--- config.mk ---
export PLATFORM = sky130hd
export DESIGN_NAME = base64_stream_decoder
export DESIGN_NICKNAME = d
export VERILOG_FILES = /design/src/hdl/b64d_pkg.sv /design/src/hdl/b64d_front.sv /design/src/hdl/b64d_fifo.sv /design/src/hdl/b64d_back.sv /design/src/hdl/base64_stream_decoder.sv
export SDC_FILE = /design/constraint.sdc
export NUM_CORES = 1
export LEC_CHECK = 0
export ABC_AREA = 0
export BUFFER_PORTS_ARGS = -buffer_cell sky130_fd_sc_hd__buf_2
export CAP_MARGIN = 10
export CORE_UTILIZATION = 66
export CTS_CLUSTER_DIAMETER = 50
export DETAILED_ROUTE_END_ITERATION = 12
export HOLD_SLACK_MARGIN = 0.06
export MAX_ROUTING_LAYER = met4
export PLACE_DENSITY = 0.83
export SLEW_MARGIN = 20
export SYNTH_ARGS = -nofsm -noshare
export SYNTH_HDL_FRONTEND = slang
export SYNTH_SLANG_ARGS = --single-unit
--- constraint.sdc ---
create_clock -name clk_i -period 10.9 [get_ports clk_i]
set_input_delay 1.635 -clock clk_i [delete_from_list [all_inputs] [get_ports clk_i]]
set_output_delay 1.635 -clock clk_i [all_outputs]
set_load 0.01 [all_outputs]
--- src/hdl/b64d_pkg.sv ---
// Shared types, constants and the character lookup of the base64 stream decoder.
package b64d_pkg;

  localparam int unsigned FifoDepth = 4;

  localparam logic [7:0] PadChar   = 8'h3D;
  localparam logic [7:0] PlusChar  = 8'h2B;
  localparam logic [7:0] SlashChar = 8'h2F;
  localparam logic [1:0] GroupLast = 2'd3;

  // Bit 6 flags a character outside the alphabet, bits 5:0 hold the sextet.
  typedef logic [6:0] lookup_t;

  typedef struct packed {
    logic [2:0][7:0] bytes;
    logic [1:0]      cnt;
    logic            last;
    logic            err;
  } job_t;

  function automatic lookup_t sextet_of(input logic [7:0] c);
    lookup_t r;
    r = 7'h40;
    if (c >= 8'h41 && c <= 8'h5A) begin
      r = {1'b0, 6'(c - 8'h41)};
    end else if (c >= 8'h61 && c <= 8'h7A) begin
      r = {1'b0, 6'(c - 8'h61 + 8'd26)};
    end else if (c >= 8'h30 && c <= 8'h39) begin
      r = {1'b0, 6'(c - 8'h30 + 8'd52)};
    end else if (c == PlusChar) begin
      r = {1'b0, 6'd62};
    end else if (c == SlashChar) begin
      r = {1'b0, 6'd63};
    end else if (c == PadChar) begin
      r = 7'h00;
    end
    return r;
  endfunction

endpackage

--- src/hdl/b64d_front.sv ---
// Front end: classifies characters, tracks group state and builds byte jobs.
module b64d_front (
  input  logic             clk_i,
  input  logic             rst_ni,
  input  logic             acc_i,
  input  logic [7:0]       char_code_i,
  input  logic             message_last_i,
  output logic             push_o,
  output b64d_pkg::job_t   job_o
);

  logic [1:0]  pos_q, pos_d;
  logic [17:0] held_q, held_d;
  logic        tpad_q, tpad_d;
  logic        err_q, err_d;

  b64d_pkg::lookup_t lk;
  logic [5:0]  sx, s0, s1, s2;
  logic        bad, pad, err_now, last_err, grp_end;
  logic [7:0]  b0, b1, b2;

  always_comb begin
    lk       = b64d_pkg::sextet_of(char_code_i);
    bad      = lk[6];
    sx       = bad ? 6'd0 : lk[5:0];
    pad      = (char_code_i == b64d_pkg::PadChar);
    err_now  = err_q | bad;
    grp_end  = (pos_q == b64d_pkg::GroupLast);
    last_err = err_now | !grp_end;
    s0 = held_q[17:12];
    s1 = held_q[11:6];
    s2 = held_q[5:0];
    b0 = {s0, s1[5:4]};
    b1 = {s1[3:0], s2[5:2]};
    b2 = {s2[1:0], sx};

    if (message_last_i && last_err) begin
      job_o.bytes = '0;
      job_o.cnt   = 2'd1;
      job_o.err   = 1'b1;
    end else begin
      job_o.bytes[0] = b0;
      job_o.bytes[1] = tpad_q ? b2 : b1;
      job_o.bytes[2] = b2;
      job_o.cnt      = 2'd1 + 2'(!tpad_q) + 2'(!pad);
      job_o.err      = 1'b0;
    end
    job_o.last = message_last_i;
    push_o = acc_i && ((message_last_i && last_err) || (grp_end && !err_now));

    pos_d  = pos_q;
    held_d = held_q;
    tpad_d = tpad_q;
    err_d  = err_q;
    if (acc_i) begin
      if (message_last_i) begin
        pos_d  = '0;
        held_d = '0;
        tpad_d = 1'b0;
        err_d  = 1'b0;
      end else begin
        pos_d = pos_q + 2'd1;
        err_d = err_now;
        if (grp_end) begin
          held_d = '0;
          tpad_d = 1'b0;
        end else begin
          held_d = {held_q[11:0], sx};
          if (pos_q == 2'd2) begin
            tpad_d = pad;
          end
        end
      end
    end
  end

  always_ff @(posedge clk_i or negedge rst_ni) begin
    if (!rst_ni) begin
      pos_q  <= '0;
      held_q <= '0;
      tpad_q <= 1'b0;
      err_q  <= 1'b0;
    end else begin
      pos_q  <= pos_d;
      held_q <= held_d;
      tpad_q <= tpad_d;
      err_q  <= err_d;
    end
  end

endmodule

--- src/hdl/b64d_fifo.sv ---
// Job queue between the front end and the output sequencer.
module b64d_fifo #(
  parameter int unsigned Depth = b64d_pkg::FifoDepth
) (
  input  logic           clk_i,
  input  logic           rst_ni,
  input  logic           push_i,
  input  b64d_pkg::job_t wdata_i,
  input  logic           pop_i,
  output b64d_pkg::job_t rdata_o,
  output logic           full_o,
  output logic           empty_o
);

  localparam int unsigned AddrW = (Depth > 1) ? $clog2(Depth) : 1;
  localparam int unsigned CntW  = $clog2(Depth + 1);
  localparam logic [AddrW-1:0] LastAddr = AddrW'(Depth - 1);

  b64d_pkg::job_t mem_q [Depth];
  logic [AddrW-1:0] wr_q, wr_d, rd_q, rd_d;
  logic [CntW-1:0]  cnt_q, cnt_d;

  always_comb begin
    full_o  = (cnt_q == CntW'(Depth));
    empty_o = (cnt_q == '0);
    rdata_o = mem_q[rd_q];
    wr_d  = push_i ? ((wr_q == LastAddr) ? '0 : wr_q + AddrW'(1)) : wr_q;
    rd_d  = pop_i ? ((rd_q == LastAddr) ? '0 : rd_q + AddrW'(1)) : rd_q;
    cnt_d = cnt_q + CntW'(push_i) - CntW'(pop_i);
  end

  always_ff @(posedge clk_i) begin
    if (push_i) begin
      mem_q[wr_q] <= wdata_i;
    end
  end

  always_ff @(posedge clk_i or negedge rst_ni) begin
    if (!rst_ni) begin
      wr_q  <= '0;
      rd_q  <= '0;
      cnt_q <= '0;
    end else begin
      wr_q  <= wr_d;
      rd_q  <= rd_d;
      cnt_q <= cnt_d;
    end
  end

endmodule

--- src/hdl/b64d_back.sv ---
// Back end: unpacks each job into result items, one per cycle while the output is not stalled, into an output register.
module b64d_back (
  input  logic           clk_i,
  input  logic           rst_ni,
  input  b64d_pkg::job_t job_i,
  input  logic           empty_i,
  output logic           pop_o,
  output logic           out_valid_o,
  input  logic           out_stall_i,
  output logic [7:0]     data_byte_o,
  output logic           byte_valid_o,
  output logic           run_last_o,
  output logic           message_end_o,
  output logic           decode_error_o
);

  b64d_pkg::job_t cur_q, cur_d;
  logic           cur_vld_q, cur_vld_d;
  logic [1:0]     idx_q, idx_d;
  logic           ov_q, ov_d;
  logic [7:0]     data_q, data_d;
  logic           bv_q, bv_d, rl_q, rl_d, me_q, me_d, de_q, de_d;
  logic           adv, fin;

  always_comb begin
    adv   = cur_vld_q && (!ov_q || !out_stall_i);
    fin   = (idx_q == cur_q.cnt - 2'd1);
    pop_o = !empty_i && (!cur_vld_q || (adv && fin));

    cur_d     = cur_q;
    cur_vld_d = cur_vld_q;
    idx_d     = idx_q;
    if (adv) begin
      idx_d = idx_q + 2'd1;
      if (fin) begin
        cur_vld_d = 1'b0;
      end
    end
    if (pop_o) begin
      cur_d     = job_i;
      cur_vld_d = 1'b1;
      idx_d     = '0;
    end

    ov_d   = ov_q && out_stall_i;
    data_d = data_q;
    bv_d   = bv_q;
    rl_d   = rl_q;
    me_d   = me_q;
    de_d   = de_q;
    if (adv) begin
      ov_d   = 1'b1;
      data_d = cur_q.bytes[idx_q];
      bv_d   = !cur_q.err;
      rl_d   = fin;
      me_d   = fin && cur_q.last;
      de_d   = cur_q.err;
    end
  end

  always_ff @(posedge clk_i or negedge rst_ni) begin
    if (!rst_ni) begin
      cur_vld_q <= 1'b0;
      idx_q     <= '0;
      ov_q      <= 1'b0;
    end else begin
      cur_vld_q <= cur_vld_d;
      idx_q     <= idx_d;
      ov_q      <= ov_d;
    end
  end

  always_ff @(posedge clk_i) begin
    cur_q  <= cur_d;
    data_q <= data_d;
    bv_q   <= bv_d;
    rl_q   <= rl_d;
    me_q   <= me_d;
    de_q   <= de_d;
  end

  assign out_valid_o    = ov_q;
  assign data_byte_o    = data_q;
  assign byte_valid_o   = bv_q;
  assign run_last_o     = rl_q;
  assign message_end_o  = me_q;
  assign decode_error_o = de_q;

endmodule

--- src/hdl/base64_stream_decoder.sv ---
// Top level of the streaming base64 decoder.
// Throughput: one character item per cycle while the queue is not full; the back end emits
// one result item per cycle unless stalled. Results pass the queue, job and output registers.
// A queue of FifoDepth jobs separates the group tracker from the result sequencer.
// Reset is asynchronous and active low; it clears group state, the queue and the output valid flag.
module base64_stream_decoder #(
  parameter int unsigned FifoDepth = b64d_pkg::FifoDepth
) (
  input  logic       clk_i,
  input  logic       rst_ni,
  input  logic       in_valid_i,
  output logic       in_stall_o,
  input  logic [7:0] char_code_i,
  input  logic       message_last_i,
  output logic       out_valid_o,
  input  logic       out_stall_i,
  output logic [7:0] data_byte_o,
  output logic       byte_valid_o,
  output logic       run_last_o,
  output logic       message_end_o,
  output logic       decode_error_o
);

  b64d_pkg::job_t wjob, rjob;
  logic push, pop, full, empty, acc;

  assign in_stall_o = full;
  assign acc        = in_valid_i && !full;

  b64d_front u_front (
    .clk_i          (clk_i),
    .rst_ni         (rst_ni),
    .acc_i          (acc),
    .char_code_i    (char_code_i),
    .message_last_i (message_last_i),
    .push_o         (push),
    .job_o          (wjob)
  );

  b64d_fifo #(
    .Depth (FifoDepth)
  ) u_fifo (
    .clk_i   (clk_i),
    .rst_ni  (rst_ni),
    .push_i  (push),
    .wdata_i (wjob),
    .pop_i   (pop),
    .rdata_o (rjob),
    .full_o  (full),
    .empty_o (empty)
  );

  b64d_back u_back (
    .clk_i          (clk_i),
    .rst_ni         (rst_ni),
    .job_i          (rjob),
    .empty_i        (empty),
    .pop_o          (pop),
    .out_valid_o    (out_valid_o),
    .out_stall_i    (out_stall_i),
    .data_byte_o    (data_byte_o),
    .byte_valid_o   (byte_valid_o),
    .run_last_o     (run_last_o),
    .message_end_o  (message_end_o),
    .decode_error_o (decode_error_o)
  );

endmodule

==> flow_summary.json, run 1 <==
{
  "antennaDiodeCount": 0,
  "syn_avg_cell_area_sq_um": 16.76,
  "worst-path-max-fanout": 7,
  "finalMaxSlewViolations": 0,
  "firstDrtPassIters": 5,
  "drive_gt1_share_pct": 20.72,
  "fin_worst_skew_ns": 0.008884,
  "io_pins": 27,
  "dp_worst_setup_slack_ns": 6.106,
  "whs_ns": 0.4828,
  "synth_ff_type": "edfxtp_1",
  "power_density_nw_per_um2": 242.2,
  "r2r-start": "u_back.idx_q[1]",
  "fin_tns_setup_ns": 0,
  "grt_pass1_vias": 4071,
  "drt_wl_total_um": 14440,
  "fmax_mhz": 226.6,
  "clock-root-buffer": "clkbuf_16",
  "period_minus_slack_ns": 4.414,
  "ys_async_sr_fraction_pct": 17.84,
  "portBuffers": 26,
  "core_sq_um": 11080,
  "synth.area.top_cells": "edfxtp_1 (60%), dfrtp_1 (11%), mux4_2 (8.2%), ha_1 (3.1%), a22o_1 (1.7%)",
  "fill_cells": 578,
  "slew_headroom_pct": 26.47,
  "cts.repair.resized": 0,
  "synth-seq-area-share_pct": 70.51,
  "viasPerCell": 6.422,
  "holdPathStages": 0,
  "synth-edff-count": 152,
  "worst_r2r_path_depth": 12,
  "drt_iter0_markers": 413,
  "synth-seq-cells": 185,
  "cp.arrival_ns": 4.77,
  "hold_path_end": "u_back.decode_error_o",
  "worstSetupPathType": "input port to register",
  "ir_drop_v": 0.0001889,
  "clkTransAtPathRegs_ns": 0.07,
  "synth_fp_nets": 489,
  "num_vias": 4123,
  "worstHoldStart": "u_back.cur_q[0]",
  "cp.required_ns": 11.26,
  "hold_class": "register to register",
  "fp-row-count": 38,
  "synth_top_area_cell": "edfxtp_1",
  "post-dp-hpwl_um": 8791,
  "wl_per_cell_um": 22.49,
  "rsz0062_at_grt": "false",
  "start_kind": "input port",
  "ctsHoldBuffers": 0,
  "antenna_found_initial": 0,
  "p_leak_nw": 3.091,
  "timing.final.crit_share_pct": 40.49,
  "grt_max_degree": 34,
  "grt.overflow.total": 0,
  "cts.sinks": 185,
  "setup_ws_ns": 6.486,
  "route.detailed.drc": 0,
  "ant_nets": 0,
  "start_util_pct": 69.01,
  "cts_buffers": 17,
  "reg2reg_to": "u_fifo.cnt_q[2]",
  "nets": 522,
  "synth_top_area_share_pct": 59.71,
  "place.gp.congestion": 0.9607,
  "die_height_um": 109.6,
  "cts_tree": "built",
  "final_common_cell": "edfxtp_1",
  "die_w_um": 109.6,
  "status": "complete, no violations",
  "post_cts_buffers": 0,
  "h-tree-depth": 4,
  "ys_types": 50,
  "hold_viol_final": 0,
  "cts.path.max_buffers": 2,
  "cap_violations": 0,
  "syn_inst": 456,
  "synth_area_sq_um": 7645,
  "die_area_sq_um": 12020,
  "clk_latency_ns": 0.43,
  "ys_warn_count": 0,
  "layout_common_cells": "edfxtp_1 (152), dfrtp_1 (32), mux4_2 (28)",
  "r2r_setup_slack_ns": 7.18,
  "grt_use_total_pct": 27.99,
  "grt_pass1_wl_um": 22610,
  "tightest_slew_ns": 1.101,
  "setup_viol": 0,
  "end_kind": "register",
  "area_delta_synth_final_pct": 11.08
}
==> power breakdown <==
| part | leakage [nW] | total (W) | switching [W] | internal (W) |
|---|---|---|---|---|
| logic | 1.00 | 0.000442 | 0.000234 | 0.000208 |
| clock network | 0.271 | 0.000573 | 0.000269 | 0.000303 |
| registers | 1.82 | 0.00104 | 0.000101 | 0.000940 |
| total | 3.09 | 0.00206 | 0.000605 | 0.00145 |
==> state kept, by name (all words and copies together), names as in the netlist, 2 cells and up <==
name                count
u_fifo.wr_q             2
u_front.pos_q           2
u_front.held_q         18
u_fifo.rd_q             2
u_back.cur_q           28
u_fifo.cnt_q            3
u_back.data_byte_o      8
u_fifo.mem_q          112
u_back.idx_q            2
==> stage by stage <==
step	std cells	area (sq um)	power, W	utilization (%)
after global routing	642	8492	0.002147	76.65
after floorplan	456	7645	0.001352	-
after global placement	610	7938	0.001464	71.65
final	642	8492	0.002057	76.65
after CTS	642	8489	0.002068	76.63
after detailed placement	610	7938	0.001493	71.65
==> cell families after synthesis <==
group                    count (synthesis)  share of synthesized area [%]
AO/OA/AOI/OAI                           69                          6.661
XOR/XNOR                                 8                         0.9164
adder cells (fa/ha/maj)                 20                          3.372
buffers and inverters                   33                          1.653
flip-flops                             185                          70.51
multiplexers                            44                          10.51
AND/OR/NAND/NOR                         97                          6.383
==> cell usage after synthesis, drive strengths merged, types with 6 or more instances <==
| master | number |
|---|---|
| ha | 19 |
| nand2 | 26 |
| o21ai | 14 |
| nand2b | 8 |
| edfxtp | 152 |
| dfrtp | 33 |
| mux2i | 12 |
| and2 | 20 |
| inv | 15 |
| buf | 6 |
| mux4 | 28 |
| nor2 | 23 |
| a21oi | 12 |
| clkbuf | 12 |
| a22o | 15 |
==> worst max-delay path, cell delays in order <==
cell and delay [ns]:
buf_2 0.14, inv_1 0.13, ha_1 0.28, a21oi_1 0.16, a31oi_1 0.07, a211o_1 0.43
o31a_4 0.19, o31ai_4 0.39, inv_1 0.08, ha_1 0.30, inv_1 0.06, ha_1 0.13
inv_1 0.05, fa_1 0.38, xnor2_1 0.20, xnor2_1 0.14
==> final cells by class <==
cell class | count | area (sq um) | share of cell area (%)
Sequential cell | 185 | 5394 | 63.52
Inverter | 15 | 56.30 | 0.6630
Timing Repair Buffer | 32 | 175.2 | 2.063
Clock inverter | 14 | 112.6 | 1.326
Clock buffer | 18 | 439.2 | 5.172
Multi-Input combinational cell | 238 | 2140 | 25.20
Tap cell | 140 | 175.2 | 2.063
==> how the worst max path moves through the flow <==
stage | from | to | slack [ns] | cells past startpoint
floorplan | out_stall_i | u_fifo.cnt_q[2] | 6.06 | 10
global placement | char_code_i[2] | u_fifo.cnt_q[2] | 6.23 | 16
detailed placement | char_code_i[2] | u_fifo.cnt_q[2] | 6.11 | 16
CTS | char_code_i[2] | u_fifo.cnt_q[2] | 6.56 | 16
global route | char_code_i[2] | u_fifo.cnt_q[2] | 6.26 | 16
finish | char_code_i[2] | u_fifo.cnt_q[2] | 6.49 | 16
==> metal layers <==
metal	global-route usage [%]	part of all wire, %
met1	35.82	41
met4	9.619	1.4
met3	5.928	5.6
met2	45.19	52
met5	-	0
No activity file was read; power rests on OpenSTA's default activity.
==> inputs of run 2 (changes only) <==
- CORE_UTILIZATION: 66 -> 61
- PLACE_DENSITY: 0.83 -> 0.78
- clock period: 10.9 -> 4.1 ns (I/O delays scaled with it)
==> run 2 against run 1 <==
Effect of this change:
- core utilization down 5.3 points
- cell count up 5.1%
- routed wire length down 3.3%
- non-clock buffer count up 5
- first-iteration DRC count up 12%
- register-to-register slack worse by 5.7 ns
- final area up 1.7%
- clock power rose to 2.9 times the previous value
- combinational power rose to 2.8 times the previous value
- critical endpoint unchanged
- sequential share of layout area down 1.1 points
- clock skew down 0.00062 ns
==> flow_summary.json, run 2 (synthesis gave the netlist of run 1 again) <==
{
  "worst_r2r_path_depth": 12,
  "cp.arrival_ns": 3.68,
  "timing.final.crit_share_pct": 82.21,
  "largest_reg_flops": 112,
  "area_delta_synth_final_pct": 12.98,
  "m1WireLength_um": 5728,
  "die_height_um": 114.0,
  "cts.path.max_buffers": 2,
  "fin_tns_setup_ns": 0,
  "wl_per_cell_um": 20.68,
  "post_cts_buffers": 0,
  "place.gp.congestion": 0.9961,
  "nets": 527,
  "drive_gt1_share_pct": 21.70,
  "finalMaxSlewViolations": 0,
  "cpMostUsedCell": "inv_1",
  "drt_wl_total_um": 13960,
  "final_common_cell": "edfxtp_1",
  "grt_max_degree": 34,
  "core_sq_um": 12110,
  "h-tree-depth": 4,
  "period_minus_slack_ns": 3.371,
  "grt.overflow.total": 0,
  "worst-path-max-fanout": 7,
  "status": "complete, no violations",
  "rsz0062_at_grt": "false",
  "hold_class": "input port to async pin",
  "die_w_um": 114.0,
  "grt_use_total_pct": 24.90,
  "die_area_sq_um": 12980,
  "cp_num_buf_inv": 5,
  "whs_ns": 0.2680,
  "layout_common_cells": "edfxtp_1 (152), dfrtp_1 (32), mux4_2 (28)",
  "grt_pass1_vias": 4208,
  "clkTransAtPathRegs_ns": 0.07,
  "ctsHoldBuffers": 0,
  "hold_viol_final": 0,
  "power_density_nw_per_um2": 653.9,
  "cpLargestDelayFamily": "compound AO/OA/AOI/OAI gates",
  "ir_drop_v": 0.0003118,
  "portBuffers": 26,
  "p_leak_nw": 3.141,
  "wl_met3_um": 879,
  "tightest_slew_ns": 0.7747,
  "post-dp-hpwl_um": 8545,
  "largest-register": "u_fifo.mem_q",
  "top_layer_used": "met4",
  "drt_iter0_markers": 463,
  "cts_buffers": 17,
  "fp-row-count": 40,
  "fmax_mhz": 296.7,
  "firstDrtPassIters": 5,
  "start_util_pct": 63.12,
  "viasPerCell": 6.053,
  "start_kind": "input port",
  "clk_latency_ns": 0.42,
  "antennaDiodeCount": 0,
  "route.detailed.drc": 0,
  "antenna_found_initial": 0,
  "reg_top3": "u_fifo.mem_q (112), u_back.cur_q (28), u_front.held_q (18)",
  "worstSetupPathType": "input port to register",
  "ant_nets": 0,
  "cp.depth": 16,
  "critical_path.cell_chain": "buf_2, inv_1, ha_1, a21oi_1, a31oi_1, a211o_1, o31a_4, o31ai_4, inv_1, ha_1, inv_1, ha_1, inv_1, fa_1, xnor2_1, xnor2_1",
  "cp_slowest_stage_delay_ns": 0.43,
  "cts.sinks": 185,
  "crit_slowest_cell": "a211o_1",
  "cp.required_ns": 4.41,
  "setup_viol": 0,
  "io_pins": 27,
  "cap_violations": 0,
  "utilization_pct": 71.31,
  "grt_pass1_wl_um": 22620,
  "fin_worst_skew_ns": 0.008262,
  "slew_headroom_pct": 48.36,
  "clock-root-buffer": "clkbuf_16",
  "dr_wl_met2_um": 7102,
  "num_vias": 4086,
  "cts.repair.resized": 0,
  "cts_tree": "built",
  "end_kind": "register"
}
[run 2: cell count changes in the layout (fill, tap and decap cells not counted)]
cell	previous run	this run
buf_4	6	11
bufinv_16	0	3
inv_6	8	5
clkinvlp_4	1	3
clkinv_1	1	0
clkinv_2	1	0
clkinv_4	3	2
inv_8	0	1
[run 2: worst paths after layout]
check / slack, ns / start / endpoint
min in group clk_i: 0.44 / out_stall_i / u_back.out_valid_o
setup / recovery: 0.73 / char_code_i[2] / u_fifo.cnt_q[2]
hold / removal: 0.27 / rst_ni / u_fifo.cnt_q[2]
setup reg to reg: 1.47 / u_fifo.cnt_q[2] / u_fifo.cnt_q[2]
hold reg to reg: 0.48 / u_back.cur_q[0] / u_back.decode_error_o
max in group asynchronous: 3.26 / rst_ni / u_fifo.rd_q[0]
[run 2: through the flow]
step | cell area [sq um] | instances | total power (W) | worst slack (ns)
6_report | 8637 | 675 | 0.005648 | 0.7292
5_1_grt | 8637 | 675 | 0.005911 | 0.5108
4_1_cts | 8635 | 675 | 0.005694 | 0.7547
3_5_place_dp | 8010 | 643 | 0.004004 | 0.3178
3_3_place_gp | 8010 | 643 | 0.003928 | 0.4422
2_1_floorplan | 7645 | 456 | 0.003594 | 0.1656
[run 2: power breakdown]
group / total, W / switching (W) / internal [W]
combinational: 0.00123 / 0.000655 / 0.000573
sequential: 0.00273 / 0.000234 / 0.00250
clock: 0.00169 / 0.000695 / 0.000992
total: 0.00565 / 0.00158 / 0.00406
[run 2: layout make-up]
cell class | count | area [sq um]
Sequential cell | 185 | 5394
Multi-Input combinational cell | 238 | 2140
Fill cell | 785 | 3475
Clock inverter | 14 | 185.2
Inverter | 15 | 56.30
Tap cell | 168 | 210.2
Timing Repair Buffer | 37 | 212.7
Clock buffer | 18 | 439.2
[run 2: worst register-to-register path: cells and delay by family (launching register included)]
kind | cells | cell delay [ns]
compound gates | 1 | 0.33
xor+xnor | 2 | 0.27
fa+ha+maj | 3 | 0.79
buf+inv | 4 | 0.40
flops | 1 | 0.40
simple gates | 2 | 0.32
[run 2: metal layers]
layer	up-vias	track usage [%]
li1	1830	-
met1	2051	31.92
met2	183	39.68
met3	22	5.313
met4	0	9.264
met5	-	-
==> inputs of run 3 (changes only) <==
- ABC_AREA: 0 -> 1
- CORE_UTILIZATION: 61 -> 62
- PLACE_DENSITY: 0.78 -> 0.79
- clock period: 4.1 -> 3.2 ns (I/O delays scaled with it)
==> run 3 against run 2 <==
Effect of this change:
- highest routed layer unchanged
- cell count grew 33%
- worst hold slack lost 0.13 ns
- total power grew 37%
- largest power group unchanged
- critical endpoint unchanged
- die area grew 1.8%
- synthesized area grew 3.5%
==> flow_summary.json, run 3 <==
{
  "grt.overflow.total": 0,
  "m1WireLength_um": 6714,
  "fmax_mhz": 372.1,
  "reg2reg_to": "u_fifo.cnt_q[2]",
  "synth_top_area_cell": "edfxtp_1",
  "crit_slowest_cell": "dfrtp_1",
  "clkTransAtPathRegs_ns": 0.07,
  "period_minus_slack_ns": 2.688,
  "ir_drop_v": 0.0005562,
  "dr_wl_met2_um": 8276,
  "cap_violations": 0,
  "viasPerCell": 5.864,
  "drt_iter0_markers": 527,
  "cp-startpoint": "u_back.idx_q[0]",
  "route.detailed.drc": 0,
  "synthMostInstantiatedCell": "edfxtp_1",
  "finalMaxSlewViolations": 0,
  "core_sq_um": 12210,
  "fin_tns_setup_ns": 0,
  "r2r_setup_slack_ns": 0.51,
  "synth_fp_nets": 722,
  "worst_r2r_path_depth": 12,
  "cts.sinks": 185,
  "ys_async_sr_fraction_pct": 17.84,
  "cp.required_ns": 3.51,
  "p_leak_nw": 3.378,
  "drt_wl_total_um": 16560,
  "clk_latency_ns": 0.43,
  "grt_pass1_vias": 5314,
  "setup.worst_path.end": "u_fifo.cnt_q[2]",
  "r2r-start": "u_back.idx_q[0]",
  "synth-edff-count": 152,
  "rsz0062_at_grt": "false",
  "cpMostUsedCell": "inv_1",
  "drive_gt1_share_pct": 12.30,
  "start_kind": "register",
  "dpl-instance-area_sq_um": 8282,
  "synth-seq-area-share_pct": 68.13,
  "slew_headroom_pct": 45.93,
  "cp.arrival_ns": 2.99,
  "cp_slowest_stage_delay_ns": 0.66,
  "top_layer_used": "met4",
  "h-tree-depth": 4,
  "die_height_um": 115.0,
  "start_util_pct": 64.78,
  "clock-root-buffer": "clkbuf_16",
  "largest_reg_flops": 112,
  "cp_num_buf_inv": 4,
  "post-dp-hpwl_um": 10270,
  "die_w_um": 115.0,
  "cts_buffers": 17,
  "timing.final.crit_share_pct": 83.99,
  "wl_per_cell_um": 18.40,
  "die_area_sq_um": 13220,
  "status": "complete, no violations",
  "place.gp.congestion": 0.9019,
  "area_delta_synth_final_pct": 11.39,
  "antennaDiodeCount": 0,
  "cts.path.max_buffers": 2,
  "post_cts_buffers": 0,
  "grt_pass1_wl_um": 26480,
  "stdcell_area_sq_um": 8812,
  "cts.repair.resized": 0,
  "synth_ff_type": "edfxtp_1",
  "grt_use_total_pct": 28.49,
  "ys_warn_count": 0,
  "power_density_nw_per_um2": 880.7,
  "final_common_cell": "edfxtp_1",
  "critical_path.cell_chain": "clkinv_1, o21bai_1, nand2_1, o21ai_0, nand2_1, inv_1, ha_1, inv_1, ha_1, inv_1, fa_1, xnor2_1",
  "cpLargestDelayFamily": "adder cells",
  "end_kind": "register",
  "layout_common_cells": "edfxtp_1 (152), nor2_1 (118), o21ai_0 (73)",
  "num_vias": 5278,
  "syn_inst": 689,
  "reg_top3": "u_fifo.mem_q (112), u_back.cur_q (28), u_front.held_q (18)",
  "cp.depth": 12,
  "firstDrtPassIters": 5,
  "worst-path-max-fanout": 13,
  "grt_max_degree": 59,
  "netlist_top_cells_count": "edfxtp_1 (152), nor2_1 (122), o21ai_0 (73)",
  "hold_class": "input port to async pin",
  "io_pins": 27,
  "wl_met3_um": 1303,
  "tightest_slew_ns": 0.8111,
  "portBuffers": 26,
  "setup_viol": 0,
  "hold_viol_final": 0,
  "cts_tree": "built",
  "fin_worst_skew_ns": 0.01337,
  "ant_nets": 0,
  "fp-row-count": 40,
  "synth_area_sq_um": 7911,
  "synth.area.top_cells": "edfxtp_1 (58%), dfrtp_1 (10%), nor2_1 (5.8%), o21ai_0 (4.6%), o22ai_1 (3.7%)",
  "ctsHoldBuffers": 0,
  "nets": 752,
  "ys_types": 30,
  "antenna_found_initial": 0,
  "synth-seq-cells": 185,
  "worstSetupPathType": "register to register",
  "syn_avg_cell_area_sq_um": 11.48,
  "largest-register": "u_fifo.mem_q",
  "synth_top_area_share_pct": 57.69
}
## run 3: metal layers
metal  global-route usage (%)  vias to the layer above
met5                        -                        -
met4                    12.64                        0
met3                    6.220                       37
met2                    45.58                      259
met1                    35.13                     2519
li1                         -                     2463
## run 3: cell families after synthesis
kind of cell	Yosys count	synth area share, %
buf+inv	95	4.934
fa+ha+maj	20	3.258
simple gates	236	12.23
compound gates	140	10.01
flops	185	68.13
xor+xnor	13	1.439
## run 3: stage by stage
step / utilization, % / total power, W / std cells / hold slack [ns] / worst slack, ns
floorplan: - / 0.005098 / 689 / 0.1844 / -0.1543
global placement: 67.82 / 0.005785 / 868 / 0.4392 / 0.1822
detailed placement: 67.82 / 0.005904 / 868 / 0.4414 / 0.1077
CTS: 72.16 / 0.007775 / 900 / 0.1681 / 0.4733
global route: 72.16 / 0.008166 / 900 / 0.1892 / 0.2982
finish: 72.16 / 0.007761 / 900 / 0.1411 / 0.5125
## run 3: final cells by class
class / count / area (sq um)
clock buffer: 20 / 436.7
clock inverter: 12 / 93.84
fill: 819 / 3400
inverter: 64 / 240.2
multi-input combinational: 409 / 2141
sequential: 185 / 5390
tap: 168 / 210.2
timing repair buffer: 42 / 300.3
## run 3: worst reg2reg max path, delay by kind of cell (launching register included)
family	cells	cell delay, ns
buffers and inverters	4	0.40
adder cells (fa/ha/maj)	3	0.74
AND/OR/NAND/NOR	2	0.22
XOR/XNOR	1	0.14
flip-flops	1	0.66
AO/OA/AOI/OAI	2	0.41
## run 3: worst min path at each step
| stage | start | to | slack, ns | cells after the start |
|---|---|---|---|---|
| after floorplan | rst_ni | u_back.cur_vld_q | 0.18 | 0 |
| after global placement | u_back.cur_q[0] | u_back.decode_error_o | 0.44 | 0 |
| after detailed placement | u_back.cur_q[0] | u_back.decode_error_o | 0.44 | 0 |
| after CTS | rst_ni | u_fifo.wr_q[1] | 0.17 | 1 |
| after global routing | rst_ni | u_back.idx_q[1] | 0.19 | 1 |
| final | rst_ni | u_back.idx_q[1] | 0.14 | 1 |
## run 3: where the power goes
group | total [W] | switching, W | internal, W | leakage [nW]
logic | 0.00222 | 0.00152 | 0.000698 | 1.29
registers | 0.00367 | 0.000263 | 0.00340 | 1.84
clock network | 0.00188 | 0.000871 | 0.00100 | 0.251
